[src/sv/hps_pkg.sv]
// hps_pkg: shared types and constants for the Heap permutation stepper.
// Used by hps_counters and heap_permutation_stepper_core; no dependencies.
`default_nettype none

package hps_pkg;

  localparam int MAX_SIZE    = 16;
  localparam int VALUE_WIDTH = 16;
  localparam int ADDR_W      = $clog2(MAX_SIZE);  // list position / counter width
  localparam int SIZE_W      = 5;                 // perm_size register width
  localparam int IDX_W       = 4;                 // elem_index field width

  typedef enum logic [1:0] {
    FN_LOAD    = 2'd0,
    FN_RESTART = 2'd1,
    FN_NEXT    = 2'd2,
    FN_READ    = 2'd3
  } func_t;

  typedef enum logic [1:0] {
    STAT_EMPTY  = 2'd0,
    STAT_DONE   = 2'd1,
    STAT_NEW    = 2'd2,
    STAT_ACCESS = 2'd3
  } status_t;

  typedef enum logic [2:0] {
    S_IDLE,
    S_READ,
    S_SWAP_RB,
    S_SWAP_WA,
    S_SWAP_WB,
    S_FINISH
  } hps_state_t;

  typedef struct packed {
    logic clear_all;
    logic step;
  } ctr_cmd_t;

  typedef struct packed {
    logic              found;
    logic [ADDR_W-1:0] pos;
    logic [ADDR_W-1:0] cnt;
  } ctr_hit_t;

endpackage

`default_nettype wire

[src/sv/hps_ram.sv]
// hps_ram: generic single write port, single read port RAM, registered read.
// No dependencies.
`default_nettype none

module hps_ram #(
  parameter int WIDTH = 16,
  parameter int DEPTH = 16
) (
  input  wire logic                     clk,
  input  wire logic                     we,
  input  wire logic [$clog2(DEPTH)-1:0] waddr,
  input  wire logic [WIDTH-1:0]         wdata,
  input  wire logic [$clog2(DEPTH)-1:0] raddr,
  output logic      [WIDTH-1:0]         rdata
);

  logic [WIDTH-1:0] mem [DEPTH];

  always_ff @(posedge clk) begin
    if (we) begin
      mem[waddr] <= wdata;
    end
    rdata <= mem[raddr];
  end

endmodule

`default_nettype wire

[src/sv/hps_counters.sv]
// hps_counters: Heap swap counter bank with lowest-position search.
// Depends on hps_pkg.
`default_nettype none

module hps_counters
  import hps_pkg::*;
(
  input  wire logic              clk,
  input  wire logic [SIZE_W-1:0] eff_size,
  input  wire ctr_cmd_t          cmd,
  output ctr_hit_t               hit
);

  logic [ADDR_W-1:0] cnt_r [MAX_SIZE];

  // lowest position below eff_size whose counter is still below the position
  always_comb begin
    hit = '0;
    for (int i = MAX_SIZE - 1; i >= 0; i--) begin
      if (SIZE_W'(i) < eff_size && cnt_r[i] < ADDR_W'(i)) begin
        hit.found = 1'b1;
        hit.pos   = ADDR_W'(i);
      end
    end
    hit.cnt = cnt_r[hit.pos];
  end

  // counters hold no meaning until the first Next clears them
  always_ff @(posedge clk) begin
    for (int j = 0; j < MAX_SIZE; j++) begin
      if (cmd.clear_all) begin
        cnt_r[j] <= '0;
      end else if (cmd.step) begin
        if (ADDR_W'(j) < hit.pos) begin
          cnt_r[j] <= '0;
        end else if (ADDR_W'(j) == hit.pos) begin
          cnt_r[j] <= cnt_r[j] + 1'b1;
        end
      end
    end
  end

endmodule

`default_nettype wire

[src/sv/heap_permutation_stepper_core.sv]
// heap_permutation_stepper_core: top level, control FSM and result register.
// Depends on hps_pkg, hps_ram and hps_counters.
//
// Usage:
//   in_*  channel: one transaction per operation. in_tuser carries the
//         operation (load, restart, next, read); in_tdata carries the list
//         position and the value to load.
//   out_* channel: exactly one transaction per input transaction, in order.
//         out_tuser is the status, out_tdata the element read (zero for
//         anything but a read).
//   cfg_*: perm_size, written when cfg_we is high; values above 16 act
//         as 16. Write only while the block is idle.
// Timing: the list sits in a 1R1W RAM with registered read. Load, restart and
//   a Next that does not swap go through S_FINISH, a read through S_READ and
//   S_FINISH, and a Next that swaps through S_SWAP_RB, S_SWAP_WA, S_SWAP_WB and
//   S_FINISH (two reads and two writes through the one RAM port pair). One item is in work at a time.
// The result register decouples the two sides: a new item is taken while
//   the last result waits; if out_tready stays low the next result is held
//   inside and in_tready stays low until the output register frees up.
// Reset: the sequence is unstarted, perm_size is 16, no result pending.
//   List contents are undefined until loaded.
`default_nettype none

module heap_permutation_stepper_core
  import hps_pkg::*;
(
  input  wire logic              clk,
  input  wire logic              rst_n,
  // configuration
  input  wire logic              cfg_we,
  input  wire logic [SIZE_W-1:0] cfg_wdata,
  // input stream
  input  wire logic              in_tvalid,
  output logic                   in_tready,
  input  wire logic [23:0]       in_tdata,   // [3:0] elem_index, [19:4] elem_value, pad
  input  wire logic [1:0]        in_tuser,   // [1:0] func
  // result stream
  output logic                   out_tvalid,
  input  wire logic              out_tready,
  output logic [15:0]            out_tdata,  // [15:0] read_value
  output logic [1:0]             out_tuser   // [1:0] status
);

  hps_state_t state_r, state_nxt;
  logic started_r, started_nxt;
  logic [SIZE_W-1:0] perm_size_r;
  logic [SIZE_W-1:0] eff_size;

  status_t res_status_r, res_status_nxt;
  logic [VALUE_WIDTH-1:0] res_value_r, res_value_nxt;
  logic [ADDR_W-1:0] swap_a_r, swap_a_nxt;
  logic [ADDR_W-1:0] swap_b_r, swap_b_nxt;
  logic [VALUE_WIDTH-1:0] tmp_r, tmp_nxt;

  logic out_tvalid_r, out_tvalid_nxt;
  logic [15:0] out_tdata_r, out_tdata_nxt;
  logic [1:0] out_tuser_r, out_tuser_nxt;

  logic ram_we;
  logic [ADDR_W-1:0] ram_waddr, ram_raddr;
  logic [VALUE_WIDTH-1:0] ram_wdata, ram_rdata;

  ctr_cmd_t ctr_cmd;
  ctr_hit_t ctr_hit;

  func_t in_func;
  logic [IDX_W-1:0] in_idx;
  logic [VALUE_WIDTH-1:0] in_val;
  logic push;

  assign in_func = func_t'(in_tuser);
  assign in_idx  = in_tdata[IDX_W-1:0];
  assign in_val  = in_tdata[IDX_W +: VALUE_WIDTH];

  assign eff_size = (perm_size_r > SIZE_W'(MAX_SIZE)) ? SIZE_W'(MAX_SIZE) : perm_size_r;

  hps_ram #(
    .WIDTH(VALUE_WIDTH),
    .DEPTH(MAX_SIZE)
  ) u_store (
    .clk  (clk),
    .we   (ram_we),
    .waddr(ram_waddr),
    .wdata(ram_wdata),
    .raddr(ram_raddr),
    .rdata(ram_rdata)
  );

  hps_counters u_ctr (
    .clk     (clk),
    .eff_size(eff_size),
    .cmd     (ctr_cmd),
    .hit     (ctr_hit)
  );

  always_comb begin
    state_nxt      = state_r;
    started_nxt    = started_r;
    res_status_nxt = res_status_r;
    res_value_nxt  = res_value_r;
    swap_a_nxt     = swap_a_r;
    swap_b_nxt     = swap_b_r;
    tmp_nxt        = tmp_r;
    ram_we         = 1'b0;
    ram_waddr      = ADDR_W'(in_idx);
    ram_wdata      = in_val;
    ram_raddr      = ADDR_W'(in_idx);
    ctr_cmd        = '0;
    push           = 1'b0;

    case (state_r)
      S_IDLE: begin
        if (in_tvalid) begin
          res_status_nxt = STAT_ACCESS;
          res_value_nxt  = '0;
          state_nxt      = S_FINISH;
          case (in_func)
            FN_LOAD: begin
              ram_we = 1'b1;
            end
            FN_RESTART: begin
              started_nxt = 1'b0;
            end
            FN_READ: begin
              state_nxt = S_READ;
            end
            FN_NEXT: begin
              if (eff_size == '0) begin
                res_status_nxt = STAT_EMPTY;
              end else if (eff_size == SIZE_W'(1)) begin
                res_status_nxt = STAT_DONE;
              end else if (!started_r) begin
                started_nxt       = 1'b1;
                ctr_cmd.clear_all = 1'b1;
                res_status_nxt    = STAT_NEW;
              end else if (ctr_hit.found) begin
                ctr_cmd.step   = 1'b1;
                res_status_nxt = STAT_NEW;
                // odd position swaps with its counter, even with position 0
                if (ctr_hit.pos[0]) begin
                  swap_a_nxt = ctr_hit.pos;
                  swap_b_nxt = ctr_hit.cnt;
                end else begin
                  swap_a_nxt = '0;
                  swap_b_nxt = ctr_hit.pos;
                end
                ram_raddr = swap_a_nxt;
                state_nxt = S_SWAP_RB;
              end else begin
                started_nxt    = 1'b0;
                res_status_nxt = STAT_DONE;
              end
            end
            default: begin
              state_nxt = S_FINISH;
            end
          endcase
        end
      end
      S_READ: begin
        res_value_nxt = ram_rdata;
        state_nxt     = S_FINISH;
      end
      S_SWAP_RB: begin
        ram_raddr = swap_b_r;
        tmp_nxt   = ram_rdata;
        state_nxt = S_SWAP_WA;
      end
      S_SWAP_WA: begin
        ram_we    = 1'b1;
        ram_waddr = swap_a_r;
        ram_wdata = ram_rdata;
        state_nxt = S_SWAP_WB;
      end
      S_SWAP_WB: begin
        ram_we    = 1'b1;
        ram_waddr = swap_b_r;
        ram_wdata = tmp_r;
        state_nxt = S_FINISH;
      end
      S_FINISH: begin
        if (!out_tvalid_r || out_tready) begin
          push      = 1'b1;
          state_nxt = S_IDLE;
        end
      end
      default: begin
        state_nxt = S_IDLE;
      end
    endcase
  end

  always_comb begin
    out_tvalid_nxt = out_tvalid_r;
    out_tdata_nxt  = out_tdata_r;
    out_tuser_nxt  = out_tuser_r;
    if (push) begin
      out_tvalid_nxt = 1'b1;
      out_tdata_nxt  = res_value_r;
      out_tuser_nxt  = res_status_r;
    end else if (out_tready) begin
      out_tvalid_nxt = 1'b0;
    end
  end

  always_ff @(posedge clk) begin
    if (!rst_n) begin
      state_r      <= S_IDLE;
      started_r    <= 1'b0;
      perm_size_r  <= SIZE_W'(MAX_SIZE);
      out_tvalid_r <= 1'b0;
    end else begin
      state_r      <= state_nxt;
      started_r    <= started_nxt;
      out_tvalid_r <= out_tvalid_nxt;
      if (cfg_we) begin
        perm_size_r <= cfg_wdata;
      end
    end
  end

  always_ff @(posedge clk) begin
    res_status_r <= res_status_nxt;
    res_value_r  <= res_value_nxt;
    swap_a_r     <= swap_a_nxt;
    swap_b_r     <= swap_b_nxt;
    tmp_r        <= tmp_nxt;
    out_tdata_r  <= out_tdata_nxt;
    out_tuser_r  <= out_tuser_nxt;
  end

  assign in_tready  = (state_r == S_IDLE);
  assign out_tvalid = out_tvalid_r;
  assign out_tdata  = out_tdata_r;
  assign out_tuser  = out_tuser_r;

  // a swap always touches two distinct list positions
  a_swap_distinct: assert property (@(posedge clk) disable iff (!rst_n)
    (state_r == S_SWAP_RB) |-> (swap_a_r != swap_b_r))
    else $error("swap addresses collide");

  // the second write of a swap always ends in a new-permutation result
  a_swap_result: assert property (@(posedge clk) disable iff (!rst_n)
    (state_r == S_SWAP_WB) |=> (state_r == S_FINISH && res_status_r == STAT_NEW))
    else $error("swap did not report a new permutation");

  // the output register fills only from the finish state
  a_push_src: assert property (@(posedge clk) disable iff (!rst_n)
    $rose(out_tvalid_r) |-> $past(state_r == S_FINISH))
    else $error("result pushed outside finish state");

  // the sequence drops back to unstarted only on a restart or a Next
  a_started_fall: assert property (@(posedge clk) disable iff (!rst_n)
    $fell(started_r) |-> $past(state_r == S_IDLE && in_tvalid &&
                              (in_func == FN_RESTART || in_func == FN_NEXT)))
    else $error("started cleared without restart or finish");

endmodule

`default_nettype wire
[config.mk]
export PLATFORM = sky130hd
export DESIGN_NAME = heap_permutation_stepper_core
export DESIGN_NICKNAME = d
export VERILOG_FILES = /design/src/sv/hps_pkg.sv /design/src/sv/hps_ram.sv /design/src/sv/hps_counters.sv /design/src/sv/heap_permutation_stepper_core.sv
export SDC_FILE = /design/constraint.sdc
export NUM_CORES = 1
export LEC_CHECK = 0
export BUFFER_PORTS_ARGS = -buffer_cell sky130_fd_sc_hd__buf_2
export CAP_MARGIN = 20
export CORE_UTILIZATION = 53
export CTS_CLUSTER_DIAMETER = 150
export DETAILED_ROUTE_END_ITERATION = 6
export MAX_ROUTING_LAYER = met4
export PLACE_DENSITY_LB_ADDON = 0.08
export REMOVE_ABC_BUFFERS = 1
export SLEW_MARGIN = 20
export SYNTH_ARGS = -nofsm -noshare
export SYNTH_HDL_FRONTEND = slang
export SYNTH_SLANG_ARGS = --single-unit
[constraint.sdc]
create_clock -name clk -period 6.5 [get_ports clk]
set_clock_uncertainty 0.1 [all_clocks]
set_input_delay 0.975 -clock clk [delete_from_list [all_inputs] [get_ports clk]]
set_output_delay 0.975 -clock clk [all_outputs]
set_load 0.005 [all_outputs]
After elaboration in Yosys (flattened, before gate mapping)
Memories as Yosys holds them, arrays and structs flattened. A register that Yosys moved wholly into a read port is not among the register bits. Index checks and enable logic that the tools add are counted.

Add/subtract/negate cells: 16. $lt $le $gt $ge: 49. Equal/unequal tests: 28. Muxes and demuxes: 241. Bitwise logic cells: 34. Reductions and logical operators: 32.

Operator list (number): $mux W1 (160); $mux W4 (40); $mux W5 (17); $add A4 B1 Y4 const B (16); $pmux W16 S2 (2); $lt A4 B5 Y1 const A (8); $eq A4 B4 Y1 const A (8); $lt A4 B4 Y1 const A (8); $lt A4 B4 Y1 const B (8); $or A1 B1 Y1 (32); $lt A3 B5 Y1 const A (4); $mux W2 (9); $mux W3 (6); $eq A3 B4 Y1 const A (4); $logic_and A1 B1 Y1 (16); $lt A3 B4 Y1 const A (4); $lt A4 B3 Y1 const B (4); $mux W16 (1); $pmux W4 S2 (2); $pmux W3 S5 (1); $lt A1 B5 Y1 const A (2); $lt A2 B5 Y1 const A (2); $eq A2 B4 Y1 const A (2); $lt A1 B4 Y1 const A (2); 26 further kinds (42).

Register bits after elaboration: 70. Memory bits (writable): 320. Input port bits: 36. Output and inout port bits: 20. Logic and storage cells: 414. Memories kept: 2.

Memory list: u_store.mem (depth 16, width 16, read ports 1, clocked after memory_dff 1, wr ports 1, RTL line hps_ram.sv:17) `logic [WIDTH-1:0] mem [DEPTH];`; u_ctr.cnt_r (depth 16, width 4, read ports 17, clocked after memory_dff 0, wr ports 16, RTL line hps_counters.sv:14) `logic [ADDR_W-1:0] cnt_r [MAX_SIZE];`.

Depth between registers and ports, before layout
Gate-level depths: netlist of run 1.

Word-level depth: 32. Mapped depth: 15. Depth with buffers taken out: 13.

Cells and area by module
Synthesis of run 1 repeated with hierarchy kept, for this count alone.

Cells, all modules: 1098. Area total of the unflattened synthesis: 17400.4 sq um.

By module, submodules not included: hps_ram (instances 1, cells an instance 432, area an instance 10043.4 sq um, seq. area each 8007.7 sq um); hps_counters (instances 1, cells an instance 425, area an instance 4329.2 sq um, seq. area each 1921.8 sq um); heap_permutation_stepper_core (instances 1, cells an instance 241, area an instance 3027.9 sq um, seq. area each 2001.9 sq um).

Least setup slack after synthesis of run 1
Ideal clock, no wire load.

Path kind: input port to flip-flop. Start: input port in_tuser[1]. End: register u_store.rdata[3], read port of u_store.mem. Library setup time: 122 ps. Data arrival time: 3271 ps. Required time: 6278 ps. Slack: 3007 ps. Stages on the path: 12. Buffers on the path: 2. Cell sequence: inv_1 nor3_1 and2_1 nand2_1 or2_1 buf_2 o221ai_4 or4_1 buf_2 a21oi_1 or4_1 a311o_1.

Longest elaborated chain between the ends: 4.

Ends and longest elaborated chain: start: declaration (RTL line heap_permutation_stepper_core.sv:36) `input wire logic [1:0] in_tuser,`; $eq A2 B2 Y1 (RTL line heap_permutation_stepper_core.sv:117) `case (in_func)`; $mux W4 (RTL line heap_permutation_stepper_core.sv:117); $mux W4 (RTL line heap_permutation_stepper_core.sv:113) `if (in_tvalid) begin`; $pmux W4 S2 (RTL line heap_permutation_stepper_core.sv:111) `case (state_r)`; end: declaration (RTL line hps_ram.sv:14) `output logic [WIDTH-1:0] rdata`.

No other way between the ends. A chain may end at the register's enable or synchronous reset.

==> flow_summary.json, run 1 <==
{
  "status": "completed",
  "power_frac_clock_pct": 39.9,
  "cts.sinks": 402,
  "arrival_ns": 5.28,
  "synth_xor_area_share_pct": 1.250,
  "fin_crit_sh_pct": 76.86,
  "drive_gt1_share_pct": 13.32,
  "intPower_mw": 4.388,
  "avgViaCountPerCell": 5.839,
  "synth_simple_gate_area_share_pct": 11.85,
  "fin_area_mm2": 0.01890,
  "synth_top_family_by_area": "simple AND/OR/NAND/NOR gates",
  "path_cells": "inv_1 -> ha_1 -> nand3b_1 -> or2_2 -> o2bb2ai_1 -> nor4_4 -> or2_1 -> o221a_4 -> or4_1 -> buf_4 -> a21oi_1 -> or4_1 -> a311o_1",
  "grt_usage_pct": 24.30,
  "die_w_um": 180.1,
  "clock_latency_ns": 0.53,
  "yosysWarnings": 0,
  "worst_path_largest_cell_delay_ns": 0.67,
  "cts.clk_slew.worst_paths_ns": 0.06,
  "p_sw_mw": 1.247,
  "synth.top_cell.area_share_pct": 67.14,
  "p_sw_share_pct": 22.13,
  "syn_to_final_growth_pct": 12.40,
  "relSlewSlack_pct": 41.91,
  "synth-seq-cells": 402,
  "boundaryPins": 56,
  "globalplace.congestion": 0.9087,
  "overflow": 0,
  "vdd_drop_max_mv": 0.1697,
  "pwr_density_cell_mw_per_mm2": 298.1,
  "clk_path_buf_depth": 3,
  "drt-pass1-iter-count": 5,
  "drc_errors": 0,
  "layout.nets": 1383,
  "cts_tree": "yes",
  "cp_max_fo": 14,
  "wl_per_cell_um": 21.48,
  "synth_cell_types": 78,
  "ys_seq_area_share_pct": 70.24,
  "synth_compound_area_share_pct": 9.792,
  "synth-adder-area-share_pct": 1.414,
  "ctsHtreeMaxLevel": 2,
  "synth_mux_area_share_pct": 3.512,
  "yosys-top-cells-area": "edfxtp_1 67%, nand2_1 4.7%, mux2i_1 3.5%",
  "synth_edf_count": 376,
  "rsz0062_at_grt": "false",
  "endpoint_kind": "register",
  "cellLeakagePower_nw": 6.789,
  "worstPathRequired_ns": 6.79,
  "final.min_clock_period_ns": 4.996,
  "crit_path_frequent_cell": "or4_1",
  "slew_viol_final": 0,
  "grt_antenna_before_repair": 2,
  "yosysTopAreaCell": "edfxtp_1",
  "setup_violations": 0,
  "rows": 64,
  "fmax_mhz": 200.2,
  "vias": 10260,
  "grt_pass1_vias": 9938,
  "synth_area_per_cell_um2": 13.44,
  "grt_pass1_wl_um": 57900,
  "numCtsBuffers": 41,
  "worst_pin_slew_ns": 0.8633,
  "die_y_um": 180.1,
  "grt_max_degree": 100,
  "syn_inst": 1251,
  "io_buffers": 51,
  "hold_viol_final": 0,
  "start_kind": "register",
  "yosysMostFrequentCell": "edfxtp_1",
  "synthArstFlopShare_pct": 0,
  "drt_iter0_markers": 927,
  "start_util_pct": 54.40,
  "dp_hpwl_um": 24410,
  "synth_common_cells": "376 x edfxtp_1, 209 x nand2_1, 95 x nor2_1, 87 x a21oi_1, 59 x mux2i_1",
  "cts-resized-gates": 0,
  "crit_slowest_cell": "or2_1",
  "ant_nets": 0,
  "cts.hold.buffers_added": 0,
  "post_cts_buffers": 0,
  "min_path_type": "register to register",
  "placed_cell_area_mm2": 0.01760,
  "routed_wl_um": 37750,
  "maxCapViolations": 0,
  "critical_path_class": "register to register",
  "die-area_mm2": 0.03245,
  "synth_flop_cell": "edfxtp_1",
  "syn_area_mm2": 0.01682,
  "pwr-share-comb_pct": 6.8,
  "core_mm2": 0.03091,
  "clk_root_buffer_cell": "clkbuf_16",
  "setup_tns_ns": 0,
  "p_seq_share_pct": 53.4,
  "utilization_pct": 61.15
}
-- per-stage QoR --
stage	instances	setup WS, ns	hold WS, ns	power [mW]
after floorplan	1204	0.3542	0.3003	3.270
after global placement	1681	1.617	0.3047	3.432
after detailed placement	1681	1.577	0.3045	3.440
after CTS	1755	1.547	0.3166	5.676
after global routing	1757	1.295	0.3243	5.819
final	1757	1.504	0.3158	5.635
-- worst max-delay path: cells and delay by family (launching register included) --
family,cells,cell delay (ns)
compound gates,4,1.06
fa+ha+maj,1,0.18
buf+inv,2,0.38
flops,1,0.42
simple gates,6,2.71
-- cells by family (layout without fill, tap and decap cells) --
group | after synthesis | in the layout
buf+inv | 72 | 175
fa+ha+maj | 19 | 19
xor+xnor | 24 | 24
simple gates | 438 | 438
other cells | 1 | 8
flops | 402 | 402
compound gates | 236 | 236
mux | 59 | 59
-- cell type report --
class,count,area [µm²]
repair buffers,81,493.0
clock buffers,56,1155
fillers,2409,12010
well taps,396,495.5
inverters,20,77.57
flip-flops and latches,402,11810
multi-input cells,782,4720
clock inverters,18,145.1
diodes,2,5.005
-- power by group through the flow --
stage | registers [mW] | clock network (mW) | logic, mW
2_1_floorplan | 3.03 | 0 | 0.241
3_3_place_gp | 3.06 | 0 | 0.373
3_5_place_dp | 3.06 | 0 | 0.379
4_1_cts | 3.01 | 2.29 | 0.382
5_1_grt | 3.01 | 2.39 | 0.417
6_report | 3.01 | 2.25 | 0.383
-- state kept, by name, indices dropped and copies added (netlist names) --
name and cells:
swap_b_r 4, swap_a_r 4, perm_size_r 5, res_status_r 2, u_store.mem 256, u_ctr.cnt_r 60
out_tvalid 1, tmp_r 16, res_value_r 16, state_r 3, started_r 1, u_store.rdata 16
out_tdata 16, out_tuser 2
-- layer usage --
layer / vias to the layer above / part of all wire [%] / track usage, %
met5: - / 0 / -
met4: 0 / 2.1 / 7.179
met1: 5072 / 47 / 34.91
li1: 4848 / - / -
met3: 48 / 5.8 / 3.517
met2: 291 / 45 / 36.20
-- path summary, 6_finish.rpt --
| check | slack [ns] | depth (start not counted) | start | end |
|---|---|---|---|---|
| setup / recovery | 1.50 | 13 | u_ctr.cnt_r[13][0] | u_store.rdata[3] |
| hold / removal | 0.32 | 0 | res_value_r[14] | out_tdata[14] |
| setup reg to reg | 1.50 | 13 | u_ctr.cnt_r[13][0] | u_store.rdata[3] |
| hold reg to reg | 0.32 | 0 | res_value_r[14] | out_tdata[14] |
-- layout by cell type, fill, tap and decap left out, types with 4 or more instances in the layout --
| master | n |
|---|---|
| buf_4 | 29 |
| nor2_1 | 94 |
| nor3_1 | 6 |
| xnor2_1 | 15 |
| o21ai_0 | 21 |
| ha_1 | 19 |
| nand2b_1 | 8 |
| o22ai_1 | 18 |
| a21oi_1 | 87 |
| and2_1 | 21 |
| nand3_1 | 34 |
| a211oi_1 | 10 |
| inv_1 | 19 |
| dfxtp_1 | 26 |
| nor2b_1 | 5 |
| clkinv_1 | 4 |
| and3_1 | 16 |
| clkbuf_16 | 43 |
| clkinv_2 | 9 |
| edfxtp_1 | 376 |
| or2_2 | 4 |
| nand2_1 | 209 |
| a21oi_2 | 12 |
| or4_1 | 5 |
| buf_2 | 51 |
| xor2_1 | 9 |
| a22oi_1 | 18 |
| a21o_1 | 4 |
| nor4_1 | 17 |
| mux2i_1 | 59 |
| a2bb2oi_1 | 16 |
| clkbuf_1 | 10 |
| conb_1 | 6 |
(Power assumes the default switching activity.)
==> run 2, diff against run 1 <==
--- a/config.mk
+++ b/config.mk
@@ -5,6 +5,7 @@
 export SDC_FILE = /design/constraint.sdc
 export NUM_CORES = 1
 export LEC_CHECK = 0
+export ABC_AREA = 1
 export BUFFER_PORTS_ARGS = -buffer_cell sky130_fd_sc_hd__buf_2
 export CAP_MARGIN = 20
 export CORE_UTILIZATION = 53
==> constraint.sdc (replaced) <==
create_clock -name clk -period 4.1 [get_ports clk]
set_clock_uncertainty 0.1 [all_clocks]
set_input_delay 0.615 -clock clk [delete_from_list [all_inputs] [get_ports clk]]
set_output_delay 0.615 -clock clk [all_outputs]
set_load 0.005 [all_outputs]
==> run 2 against run 1 <==
Effect of this change: register-to-register slack worse by 1.0 ns; clock power is 61% higher; clock-buffer cell count is 5 higher; wire length is 16% higher; critical path type unchanged; critical endpoint is now u_store.mem[13][8]; highest routed layer unchanged.
==> flow_summary.json, run 2 <==
{
  "cts-resized-gates": 0,
  "fin_crit_sh_pct": 88.22,
  "rsz0062_at_grt": "false",
  "cp_max_fo": 12,
  "routed_wl_um": 43690,
  "synth_area_per_cell_um2": 10.17,
  "reg2reg_slack_ns": 0.48,
  "top_layer_used": "met4",
  "r2r-start": "state_r[0]",
  "endpoint_kind": "register",
  "yosysTopAreaCell": "edfxtp_1",
  "status": "completed",
  "wl_met2_um": 20460,
  "yosysWarnings": 0,
  "synth_flop_cell": "edfxtp_1",
  "cts.clk_slew.worst_paths_ns": 0.06,
  "holdPathStages": 3,
  "die_y_um": 187.2,
  "arrival_ns": 3.76,
  "syn_inst": 1787,
  "utilization_pct": 61.29,
  "syn_area_mm2": 0.01818,
  "yosysMostFrequentCell": "nand2_1",
  "grt_usage_pct": 26.13,
  "cts.hold.buffers_added": 0,
  "drt_iter0_markers": 1052,
  "io_buffers": 51,
  "setup_violations": 0,
  "worst_path_largest_cell_delay_ns": 0.55,
  "whs_ns": 0.2068,
  "relSlewSlack_pct": 45.70,
  "synth.top_cell.area_share_pct": 62.27,
  "final_cell_mix": "390 x nand2_1, 377 x edfxtp_1, 326 x nand3_1, 253 x inv_1, 117 x nor2_1",
  "crit_slowest_cell": "o31ai_1",
  "worst_pin_slew_ns": 0.8136,
  "vdd_drop_max_mv": 0.3547,
  "numCtsBuffers": 43,
  "die-area_mm2": 0.03505,
  "synth-seq-cells": 403,
  "start_kind": "register",
  "drt-pass1-iter-count": 5,
  "holdPathEnd": "perm_size_r[4]",
  "dp_hpwl_um": 26580,
  "globalplace.congestion": 0.8531,
  "ant_nets": 0,
  "clock_latency_ns": 0.55,
  "drive_gt1_share_pct": 11.42,
  "grt_antenna_before_repair": 0,
  "grt_max_degree": 129,
  "fmax_mhz": 276.5,
  "synth_edf_count": 377,
  "r2r-end": "u_store.mem[13][8]",
  "cellLeakagePower_nw": 8.621,
  "start_util_pct": 54.08,
  "critical_path_class": "register to register",
  "layout.nets": 1926,
  "final.min_clock_period_ns": 3.617,
  "maxCapViolations": 0,
  "cts.sinks": 403,
  "path_cells": "nor2_1 -> inv_1 -> nor2_1 -> inv_1 -> nor2_1 -> inv_1 -> o31ai_1 -> nand3_1 -> nor2_2 -> buf_12",
  "core_mm2": 0.03362,
  "final_common_cell": "nand2_1",
  "die_w_um": 187.2,
  "hold_viol_final": 0,
  "met3_length_um": 2716,
  "synth_cell_types": 40,
  "clk_root_buffer_cell": "clkbuf_16",
  "largestRegisters": "u_store.mem: 256 flops, u_ctr.cnt_r: 61 flops",
  "regMostFlops": "u_store.mem",
  "r2r_cells": 10,
  "drc_errors": 0,
  "worstPathRequired_ns": 4.24,
  "syn_to_final_growth_pct": 13.32,
  "grt_pass1_wl_um": 67970,
  "cp-startpoint": "state_r[0]",
  "slew_viol_final": 0,
  "synth_common_cells": "394 x nand2_1, 377 x edfxtp_1, 326 x nand3_1, 253 x inv_1, 134 x nor2_1",
  "vias": 12660,
  "clk_path_buf_depth": 3,
  "hp-start": "cfg_wdata[4]",
  "drt-met1-wl_um": 18760,
  "ctsHtreeMaxLevel": 2,
  "num_antenna_cells": 0,
  "avgViaCountPerCell": 5.389,
  "grt_pass1_vias": 12070,
  "min_path_type": "primary input to register",
  "ys_seq_area_share_pct": 65.13,
  "post_cts_buffers": 0,
  "cts_tree": "yes",
  "yosys-top-cells-area": "edfxtp_1 62%, nand3_1 9.0%, nand2_1 8.1%",
  "pwr_density_cell_mw_per_mm2": 594.9,
  "synthArstFlopShare_pct": 0,
  "rows": 67,
  "overflow": 0,
  "wl_per_cell_um": 18.60,
  "largest_reg_flops": 256,
  "boundaryPins": 56
}
## run 2: cell types whose count changed after synthesis, moves of 21 or more
| cell | change |
|---|---|
| nand2_1 | +185 |
| buf_2 | +28 |
| o211ai_1 | +21 |
| nor2_1 | +39 |
| and2_1 | -21 |
| nand3_1 | +292 |
| mux2i_1 | -59 |
| inv_1 | +234 |
| a21oi_1 | -53 |
## run 2: worst max-delay path by stage
| stage | to | slack (ns) |
|---|---|---|
| 2_1_floorplan | u_store.rdata[14] | -2.89 |
| 3_3_place_gp | u_store.mem[13][5] | 0.55 |
| 3_5_place_dp | u_store.mem[13][5] | 0.51 |
| 4_1_cts | u_store.mem[13][8] | 0.48 |
| 5_1_grt | u_store.rdata[14] | 0.17 |
| 6_report | u_store.mem[13][8] | 0.48 |
## run 2: per-layer routing
| metal | global-route usage [%] | vias up |
|---|---|---|
| met4 | 10.75 | 0 |
| li1 | - | 6141 |
| met2 | 41.05 | 392 |
| met3 | 3.602 | 108 |
| met1 | 34.39 | 6017 |
| met5 | - | - |
## run 2: cell type report
type / count / area [µm²]
Clock buffer: 61 / 1206
Clock inverter: 14 / 100.1
Fill cell: 2773 / 13010
Inverter: 266 / 998.5
Multi-Input combinational cell: 1049 / 5101
Sequential cell: 403 / 11840
Tap cell: 448 / 560.5
Timing Repair Buffer: 108 / 794.5
## run 2: logic make-up after synthesis
kind of cell | after synthesis | synth area share, %
AOI/OAI and AO/OA | 106 | 3.599
xor gates and xnor gates | 21 | 1.012
adders and majority gates | 19 | 1.308
buffers and inverters | 341 | 7.425
DFF | 403 | 65.13
other | 1 | 0.02063
and+or+nand+nor | 896 | 21.51
## run 2: power by group
part | internal, mW | total, mW | switching [mW] | leakage [nW]
sequential | 5.06 | 5.17 | 0.114 | 3.66
clock | 2.10 | 3.62 | 1.52 | 0.636
combinational | 0.976 | 3.46 | 2.48 | 4.32
## run 2: through the flow
step	cells	instance area [µm²]	total power [mW]	worst slack, ns	TNS, ns
finish	2349	20600	12.26	0.4831	0
global route	2349	20600	12.89	0.1667	0
CTS	2334	20490	12.29	0.4771	0
detailed placement	2259	19180	8.668	0.5068	0
global placement	2259	19180	8.609	0.5461	0
floorplan	1718	17850	7.441	-2.886	-46.05
## run 2: critical path: cells and delay by family (launching register included)
| kind | cells | cell delay (ns) |
|---|---|---|
| AND/OR/NAND/NOR | 5 | 1.57 |
| buffers and inverters | 4 | 0.72 |
| AO/OA/AOI/OAI | 1 | 0.55 |
| flip-flops | 1 | 0.36 |
